==> config.mk <==
export PLATFORM = sky130hd
export DESIGN_NAME = teq_scan_unit
export DESIGN_NICKNAME = d
export VERILOG_FILES = /design/src/rtl/teq_pkg.sv /design/src/rtl/teq_scan_unit.sv
export SDC_FILE = /design/constraint.sdc
export NUM_CORES = 1
export LEC_CHECK = 0
export ABC_AREA = 0
export BUFFER_PORTS_ARGS = -buffer_cell sky130_fd_sc_hd__buf_2
export CAP_MARGIN = 15
export CORE_MARGIN = 4
export CORE_UTILIZATION = 40
export DETAILED_ROUTE_END_ITERATION = 16
export GPL_TIMING_DRIVEN = 0
export PLACE_DENSITY = 0.67
export RECOVER_POWER = 50
export SETUP_SLACK_MARGIN = 0.02
export SYNTH_ARGS = -nofsm -noshare
export SYNTH_HDL_FRONTEND = slang
export SYNTH_SLANG_ARGS = --single-unit
==> constraint.sdc <==
create_clock -name i_clk -period 6.9 [get_ports i_clk]
set_clock_uncertainty 0.2 [all_clocks]
set_input_delay 0.345 -clock i_clk [delete_from_list [all_inputs] [get_ports i_clk]]
set_output_delay 0.345 -clock i_clk [all_outputs]
set_load 0.1 [all_outputs]
==> src/rtl/teq_pkg.sv <==
// ----------------------------------------------------------------------------
// teq_pkg: shared types and codes of the timer event queue
// command and status codes, slot table word layout and the scan unit's
// control and status bundles
// ----------------------------------------------------------------------------
package teq_pkg;

    // command codes
    localparam logic [1:0] CMD_INSERT = 2'd0;
    localparam logic [1:0] CMD_CANCEL = 2'd1;
    localparam logic [1:0] CMD_FETCH  = 2'd2;

    // status codes
    localparam logic [1:0] ST_OK   = 2'd0;
    localparam logic [1:0] ST_FULL = 2'd1;
    localparam logic [1:0] ST_NONE = 2'd2;

    localparam int unsigned TIME_BITS  = 64;
    localparam int unsigned ORDER_BITS = 32;

    // what the scan unit looks for during one sweep of the table
    typedef enum logic [1:0] {
        SCAN_FREE   = 2'd0,
        SCAN_MIN    = 2'd1,
        SCAN_MEMBER = 2'd2
    } t_scan_mode;

    // one slot table word, thread id kept in a separate array
    typedef struct packed {
        logic                  valid;
        logic [ORDER_BITS-1:0] order;
        logic [TIME_BITS-1:0]  deadline;
    } t_slot_word;

    // sequencer to scan unit
    typedef struct packed {
        logic                  clear;
        logic                  eval;
        t_scan_mode            mode;
        logic                  excl_en;
        logic [TIME_BITS-1:0]  group_deadline;
        logic [ORDER_BITS-1:0] order_now;
        logic [ORDER_BITS-1:0] span;
    } t_scan_ctl;

    // scan unit to sequencer
    typedef struct packed {
        logic                 found;
        logic [1:0]           member_cnt;
        logic                 excl_valid;
        logic [TIME_BITS-1:0] best_deadline;
    } t_scan_res;

endpackage

==> src/rtl/teq_scan_unit.sv <==
// ----------------------------------------------------------------------------
// teq_scan_unit: shared compare unit of the timer event queue
// takes one slot word per cycle and keeps the running result of a sweep:
// first free slot, earliest deadline, or oldest member of the due group
// ----------------------------------------------------------------------------
module teq_scan_unit #(
    parameter int unsigned SLOT_BITS   = 6,
    parameter int unsigned THREAD_BITS = 16
) (
    input  logic                     i_clk,
    input  logic                     i_rst_n,
    input  teq_pkg::t_scan_ctl       i_ctl,
    input  teq_pkg::t_slot_word      i_word,
    input  logic [THREAD_BITS-1:0]   i_thread,
    input  logic [SLOT_BITS-1:0]     i_idx,
    input  logic [SLOT_BITS-1:0]     i_excl_idx,
    output teq_pkg::t_scan_res       o_res,
    output logic [SLOT_BITS-1:0]     o_best_idx,
    output logic [THREAD_BITS-1:0]   o_best_thread
);
    import teq_pkg::*;

    logic                   r_found;
    logic [1:0]             r_member_cnt;
    logic                   r_excl_valid;
    logic [TIME_BITS-1:0]   r_best_deadline;
    logic [ORDER_BITS-1:0]  r_best_age;
    logic [SLOT_BITS-1:0]   r_best_idx;
    logic [THREAD_BITS-1:0] r_best_thread;

    logic [ORDER_BITS-1:0]  w_age;
    logic                   w_is_member;
    logic                   w_is_excl;

    // age of the entry and group membership test
    assign w_age       = i_ctl.order_now - i_word.order;
    assign w_is_member = i_word.valid && (i_word.deadline == i_ctl.group_deadline) &&
                         (w_age > i_ctl.span);
    assign w_is_excl   = i_ctl.excl_en && (i_idx == i_excl_idx);

    // running sweep result, control part
    always_ff @(posedge i_clk) begin
        if (!i_rst_n || i_ctl.clear) begin
            r_found      <= 1'b0;
            r_member_cnt <= 2'd0;
            r_excl_valid <= 1'b0;
        end else if (i_ctl.eval) begin
            case (i_ctl.mode)
                SCAN_FREE: begin
                    if (!i_word.valid) begin
                        r_found <= 1'b1;
                    end
                end
                SCAN_MIN: begin
                    if (i_word.valid) begin
                        r_found <= 1'b1;
                    end
                end
                SCAN_MEMBER: begin
                    if (w_is_excl) begin
                        r_excl_valid <= i_word.valid;
                    end else if (w_is_member) begin
                        r_found <= 1'b1;
                        if (!r_member_cnt[1]) begin
                            r_member_cnt <= r_member_cnt + 2'd1;
                        end
                    end
                end
                default: begin
                end
            endcase
        end
    end

    // running sweep result, best candidate
    always_ff @(posedge i_clk) begin
        if (i_ctl.eval) begin
            case (i_ctl.mode)
                SCAN_FREE: begin
                    if (!i_word.valid && !r_found) begin
                        r_best_idx <= i_idx;
                    end
                end
                SCAN_MIN: begin
                    if (i_word.valid && (!r_found || i_word.deadline < r_best_deadline)) begin
                        r_best_deadline <= i_word.deadline;
                    end
                end
                SCAN_MEMBER: begin
                    if (!w_is_excl && w_is_member && (!r_found || w_age > r_best_age)) begin
                        r_best_age    <= w_age;
                        r_best_idx    <= i_idx;
                        r_best_thread <= i_thread;
                    end
                end
                default: begin
                end
            endcase
        end
    end

    assign o_res.found         = r_found;
    assign o_res.member_cnt    = r_member_cnt;
    assign o_res.excl_valid    = r_excl_valid;
    assign o_res.best_deadline = r_best_deadline;
    assign o_best_idx          = r_best_idx;
    assign o_best_thread       = r_best_thread;

endmodule

==> impl_results.md, run 1 <==
* Post-synth cell types at 56
* 1st-iter DRT viols at 485
* DRT Pass-1 Iters at 5
* Endpoint type of the worst setup path: register
* Relative slew margins at 18.02%
* Final hold vios at 0
* Number of port buffers at 349
* Final worst-path setup slack at 1.563 ns
* CTS Buf Count at 17
* Switch share at 29.83%
* RSZ-0062 raised after global routing: no
* Setup violations, final at 0
* Pwr Density at 186.9 mW/mm2
* R2R cell count at 12
* Final TNS setup at 0 ns
* Total gr overflow at 0
* Die Y at 161.6 um
* Clock transition at path regs at 0.05 ns
* Worst EP arrival at 5.17 ns
* Power Internal at 1689 uW
* Top_reg_cell synth: edfxtp_1
* Minimum clock period at 5.337 ns
* Post-DP HPWL at 24090 um
* Hold Path Depth at 3
* Post-Syn Instances at 940
* Final layout net count at 1811
* Kind of critical path: primary input to register
* Commonest cells after routing, fill and taps aside: 203 x buf_2, 182 x inv_1, 158 x ha_1
* CTS resizes at 0
* Core area at 0.02292 mm2
* Drt wl/cell at 17.17 um
* Post-Synth XOR/XNOR Area at under 10%
* Worst-case hold slack at approximately 0.056 ns
* Combinational family with the most area after synthesis: adder cells
* Postcts setup bufs at 0
* Root Buffer Master: clkbuf_16
* Pin count of the biggest net entering global routing at 34
* Reg2Reg Setup Slack at 2.84 ns
* Crit path required time at a little under 7 ns
* Final non-filler cell area at about 0.013 mm2
* Worst skew pair latency at approximately 0.4 ns
* Comb power frac at 28.0%
* Syn-to-layout area delta at 36.41%
* Yosys warning total at 0
* Worst Hold End: r_found$_SDFFE_PP0P_
* Leakage Power at roughly 0.0061 uW
* CP max FO at 6
* Asr flop ratio synth at 0%
* Sequential-to-total area share from yosys stat at 38.37%
* CTS tree: done
* Area post-placement at 0.01166 mm2
* Layout cells sized above 1 at 17.79%
* Simple-Gate Fraction of Synth Area at 10.16%
* VDD IR-drop max at 112.5 uV
* Routability cong. at 0.9157
* DRC at 0
* Vias/cell at 4.949
* Die Width at 161.6 um
* Multi-input logic area at 0.005144 mm2
* Adder-Cell Fraction of Synth Area at 21.15%
* Compound-Gate Fraction of Synth Area at between 10% and 20%
* P_sw at 718.1 uW
* Initial Utilization at 41.21%
* Row count at 55
* CTS sink count at between 100 and 150
* Synth Area per Inst at 10.05 um2
* Vias in the first global route at 8666
* H-tree Lvls at 4
* Syn_nets at 1359
* DP Worst Slack at 1.187 ns
* FMAX at around 190 MHz
* Ports at 350
* Fillers at 2080
* CP Cell Sequence: buf_2, inv_1, ha_1, and2_1, nand4_1, a2111o_1, o211a_1, a21oi_2, o31ai_2, o21bai_1, a21oi_1, xnor2_1, ha_1, nand4_1, nor4_1, nand3_1, nand2_1, nor4_2, nand3_1, o21ai_0
* Outcome: finished, final reports clean
* Leading cell type in the layout, fill and taps excluded: buf_2
* Via count at 8512
* CTS Buffer Depth at 2
* Worst-Margin Slew at 1.235 ns
* Post-synth EDFFs at about 120
* First-pass GRT wire length at 44770 um
* CP max stage cell: o21ai_0
* Final Max Slew Viols at 0
* Crit share post-route at 77.35%
* Total Routing Usage GR at 21.88%
* Multiplexer area fraction after synthesis at 0%
* R2R Path End: r_best_deadline[62]$_DFFE_PP_
* Routed Antenna Nets at 0
* Die footprint at 0.02613 mm2
* Min-delay worst type: primary input to register
* Reg area at 0.003623 mm2
* DRT Wirelength at 29540 um
* Part of the power in registers at 34.7%
* Synthesis-stage register bit count at 122
* Initial antenna violation count at 3
* Crit-path max cell delay at 0.81 ns
* Hold path start: i_ctl[131]
* Clk network pwr share at 37.3%
* Max Cap Viol at 0
* Setup crit start kind: primary input
* Netlist Area Pre-Place at ~0.0094 mm2
* R2R Path Start: r_best_deadline[9]$_DFFE_PP_
==> critical path, delay by kind of cell <==
family	cells	cell delay (ns)
AO/OA/AOI/OAI	7	2.15
AND/OR/NAND/NOR	8	1.56
adder cells (fa/ha/maj)	2	0.68
buffers and inverters	2	0.10
XOR/XNOR	1	0.32
==> flip-flops by register name, summed over array words and instances, names as in the netlist <==
register,flops
r_excl_valid,1
r_best_deadline,64
o_best_thread,16
r_member_cnt,2
r_found,1
r_best_age,32
o_best_idx,6
==> cells by family (layout without fill, tap and decap cells) <==
logic type      count (synthesis)  count (layout)
compound gates                209             209
xor+xnor                       86              86
fa+ha+maj                     159             159
flops                         122             122
simple gates                  180             180
other cells                     0               2
buf+inv                       184             649
==> repair_timing <==
action                                 4_1_cts  5_1_grt
setup endpoints to repair                    0        0
hold buffers                                81        0
endpoints found under the hold margin       81        0
==> synthesized netlist by cell type, types with 12 or more instances <==
library cell  count  area (um2)
a21o_1           55       412.9
a21oi_1          58       290.3
edfxtp_1        118        3543
ha_1            158        1977
inv_1           182       683.2
nand2_1          32       120.1
nand3_1          12       60.06
nand4_1          40       250.2
nor2_1           36       135.1
o21ai_0          38       190.2
xnor2_1          64       560.5
xor2_1           22       192.7
==> power groups by stage <==
| stage | Combinational [uW] | Clock, uW | Sequential (uW) |
|---|---|---|---|
| finish | 673 | 898 | 836 |
| floorplan | 375 | 0 | 901 |
| global placement | 622 | 0 | 852 |
| detailed placement | 639 | 0 | 851 |
| global route | 754 | 947 | 836 |
| CTS | 681 | 919 | 836 |
==> through the flow <==
stage,std cells,power [uW],utilization [%]
6_report,1720,2407,56.21
2_1_floorplan,940,1277,-
5_1_grt,1720,2538,56.21
3_3_place_gp,1602,1474,50.57
3_5_place_dp,1605,1490,50.90
4_1_cts,1718,2436,56.99
==> how the worst max path moves through the flow <==
| stage | slack [ns] | to | from | cells after the start |
|---|---|---|---|---|
| floorplan | 0.73 | o_best_thread[0]$_DFFE_PP_ | i_ctl[32] | 20 |
| global placement | -1.09 | o_best_thread[1]$_DFFE_PP_ | i_ctl[32] | 19 |
| detailed placement | 1.19 | o_best_idx[3]$_DFFE_PP_ | i_ctl[32] | 21 |
| CTS | 1.62 | o_best_idx[0]$_DFFE_PP_ | i_ctl[32] | 19 |
| global route | 1.26 | o_best_idx[3]$_DFFE_PP_ | i_ctl[32] | 21 |
| finish | 1.56 | o_best_idx[4]$_DFFE_PP_ | i_word[76] | 20 |
==> final cells by class <==
class	count	area share, %
timing repair buffer	433	18.90
clock inverter	13	1.175
sequential	122	28.13
multi-input combinational	634	39.93
buffer	2	0.1166
clock buffer	19	3.361
tap	313	3.040
inverter	182	5.304
antenna	2	0.03885
==> metal layers <==
metal | routed length, um | up-vias | track usage, %
met3 | 2109 | 57 | 5.690
met5 | 12 | - | 0
li1 | - | 4262 | -
met1 | 11620 | 3871 | 24.64
met2 | 14760 | 320 | 39.32
met4 | 1030 | 2 | 9.035
Power figures use the tool's default switching activity.
==> run 2: changes to the inputs <==
clock period = 5.58 ns   (was 6.9 ns; I/O delays follow)
==> run 2 against run 1 <==
  * Power is 23% higher
  * Clock power rose by 20%
  * Die area stayed put
  * Combinational power is 24% higher
  * Sequential power rose by 23%
  * Flip-flop and latch count unchanged
  * Critical path depth stayed put
  * Highest routed layer unchanged
==> impl_results.md, run 2 (synthesis gave the netlist of run 1 again) <==
* Outcome: finished, final reports clean
* Post-DP HPWL at 24030 um (-0.25%)
* Max reg flops at 64 (unchanged)
* R2R Path Start: r_best_deadline[9]$_DFFE_PP_
* Die Y at 161.6 um (unchanged)
* Setup violations, final at 0 (unchanged)
* Die Width at 161.6 um (unchanged)
* Vias in the first global route at 8649 (-0.20%)
* Area post-placement at 0.01167 mm2 (about the same)
* Hold path start: i_rst_n
* Worst-Margin Slew at 1.232 ns (-0.002546 ns)
* Pin count of the biggest net entering global routing at 31 (-8.8%)
* Crit path required time at 5.49 ns (-1.24 ns)
* Kind of critical path: primary input to register
* Final layout net count at 1818 (+0.39%)
* VDD IR-drop max at 132.3 uV (+18%)
* Largest Register: r_best_deadline
* Layout cells sized above 1 at 17.78% (about the same)
* Initial antenna violation count at 1 (-2)
* DRT Pass-1 Iters at 5 (unchanged)
* Final non-filler cell area at 0.01294 mm2 (+0.45%)
* Pwr Density at 228.3 mW/mm2 (+22%)
* CP max stage cell: nor4_1
* H-tree Lvls at 4 (unchanged)
* CTS sink count at 122 (unchanged)
* Routability cong. at 0.9306 (+1.6%)
* Clock transition at path regs at 0.06 ns (about the same)
* Worst EP arrival at 5.17 ns (about the same)
* CP Cell Sequence: buf_2, inv_1, ha_1, fa_1, nor2b_4, o31a_1, o311ai_4, a31oi_2, a221oi_2, o21ai_1, nor4_2, a21oi_1, xor2_1, ha_1, nand4_1, nor4_1, a21o_1, nand3_1, nor2_4, buf_12
* Leading cell type in the layout, fill and taps excluded: buf_2
* Crit share post-route at 94.30%
* Worst-case hold slack at 0.02866 ns (-0.02705 ns)
* Row count at 55 (unchanged)
* Cell count along the critical path at 20 (unchanged)
* R2R Path End: r_best_deadline[4]$_DFFE_PP_
* 1st-iter DRT viols at 466 (-3.9%)
* Leakage Power at 0.006147 uW (+0.46%)
* RSZ-0062 raised after global routing: no
* Vias/cell at 4.950 (about the same)
* Relative slew margins at 18.19% (+0.17 points)
* Reg2Reg Setup Slack at 1.43 ns (-1.41 ns)
* Initial Utilization at 41.21% (unchanged)
* CTS Buffer Depth at 2 (unchanged)
* FMAX at 190.0 MHz
* N_diodes at 0 (-2)
* Final Max Slew Viols at 0 (unchanged)
* Setup crit start kind: primary input
* Hold Path Depth at 3 (unchanged)
* Endpoint type of the worst setup path: register
* Clk network pwr share at 36.7% (-0.6 points)
* Total Routing Usage GR at 22.03% (+0.15 points)
* Bufs and invs on worst path at 3 (+1)
* Routed Antenna Nets at 0 (unchanged)
* Drt wl/cell at 17.26 um (+0.50%)
* Power Internal at 2071 uW (+23%)
* Via count at 8538 (+0.31%)
* Root Buffer Master: clkbuf_16
* Number of port buffers at 349 (unchanged)
* DRT Wirelength at 29770 um (+0.79%)
* Fillers at 2101 (+1.0%)
* Worst path most repeated cell: ha_1
* Crit-path max cell delay at 0.82 ns (about the same)
* DRC at 0 (unchanged)
* CP max FO at 30 (+24)
* Total gr overflow at 0 (unchanged)
* Die footprint at 0.02613 mm2 (unchanged)
* Commonest cells after routing, fill and taps aside: 203 x buf_2, 182 x inv_1, 158 x ha_1
* Ports at 350 (unchanged)
* Part of the power in registers at 35.0% (+0.3 points)
* First-pass GRT wire length at 44970 um (+0.43%)
* Final hold vios at 0 (unchanged)
* CTS Buf Count at 17 (unchanged)
* Worst Hold End: r_member_cnt[1]$_SDFFE_PP0P_
* Max Cap Viol at 0 (unchanged)
* Minimum clock period at ~5.3 ns
* Syn-to-layout area delta at 37.02%
* Comb power frac at 28.3% (+0.3 points)
* Min-delay worst type: primary input to register
* CTS tree: done
* R2R cell count at 12 (unchanged)
* Core area at 0.02292 mm2 (unchanged)
* P_sw at 882.8 uW (+23%)
* Worst skew pair latency at 0.42 ns (about the same)
* Switch share at 29.88% (+0.055 points)
* Top cell family by delay on the critical path: simple AND/OR/NAND/NOR gates
* Postcts setup bufs at 0 (unchanged)
* Final worst-path setup slack at 0.3178 ns (-1.245 ns)
* DP Worst Slack at -0.1791 ns (-1.366 ns)
-- run 2: final cells by class --
class | count | area, um2 | share of cell area, %
Timing Repair Buffer | 440 | 2514 | 19.43
Buffer | 2 | 15.01 | 0.1160
Clock buffer | 23 | 467.9 | 3.617
Multi-Input combinational cell | 634 | 5144 | 39.75
Inverter | 182 | 683.2 | 5.280
Sequential cell | 122 | 3623 | 28.00
Clock inverter | 9 | 100.1 | 0.7736
Tap cell | 313 | 391.6 | 3.027
-- run 2: worst max path at each step --
stage / startpoint / to / slack, ns
finish: i_ctl[32] / o_best_thread[11]$_DFFE_PP_ / 0.32
global route: i_ctl[32] / r_best_age[30]$_DFFE_PP_ / 0.03
CTS: i_ctl[32] / o_best_idx[0]$_DFFE_PP_ / 0.25
detailed placement: i_ctl[32] / o_best_idx[0]$_DFFE_PP_ / -0.18
global placement: i_ctl[32] / o_best_thread[2]$_DFFE_PP_ / -1.24
floorplan: r_best_deadline[13]$_DFFE_PP_ / r_best_deadline[0]$_DFFE_PP_ / 0.19
-- run 2: what timing repair did --
action	4_1_cts	5_1_grt
endpoints found under the hold margin	88	0
hold buffers	88	0
setup endpoints to repair	0	36
resized for setup	0	1
-- run 2: tightest hold or removal path: stages --
cell and delay [ns]:
buf_2 0.07, nand2b_1 0.13, nor2_1 0.12
-- run 2: power groups by stage --
stage                     Combinational, uW  Sequential [uW]  Clock, uW
after global routing                    934             1030       1150
final                                   837             1030       1080
after CTS                               847             1030       1100
after global placement                  768             1050          0
after detailed placement                791             1050          0
after floorplan                         464             1110          0
-- run 2: through the flow --
| step | power (uW) | setup TNS (ns) | instances | utilization, % |
|---|---|---|---|---|
| after floorplan | 1579 | 0 | 940 | - |
| after global placement | 1821 | -115.79 | 1602 | 50.58 |
| after detailed placement | 1843 | -5.452 | 1605 | 50.93 |
| after CTS | 2984 | 0 | 1725 | 57.25 |
| after global routing | 3120 | 0 | 1725 | 56.46 |
| final | 2954 | 0 | 1725 | 56.46 |
-- run 2: per-layer routing --
layer / vias to the layer above / GRT usage (%) / part of all wire (%)
met1: 3867 / 24.65 / 39
li1: 4283 / - / -
met3: 57 / 5.512 / 7.0
met4: 2 / 8.920 / 3.5
met5: - / 0 / 0.044
met2: 329 / 40.01 / 50
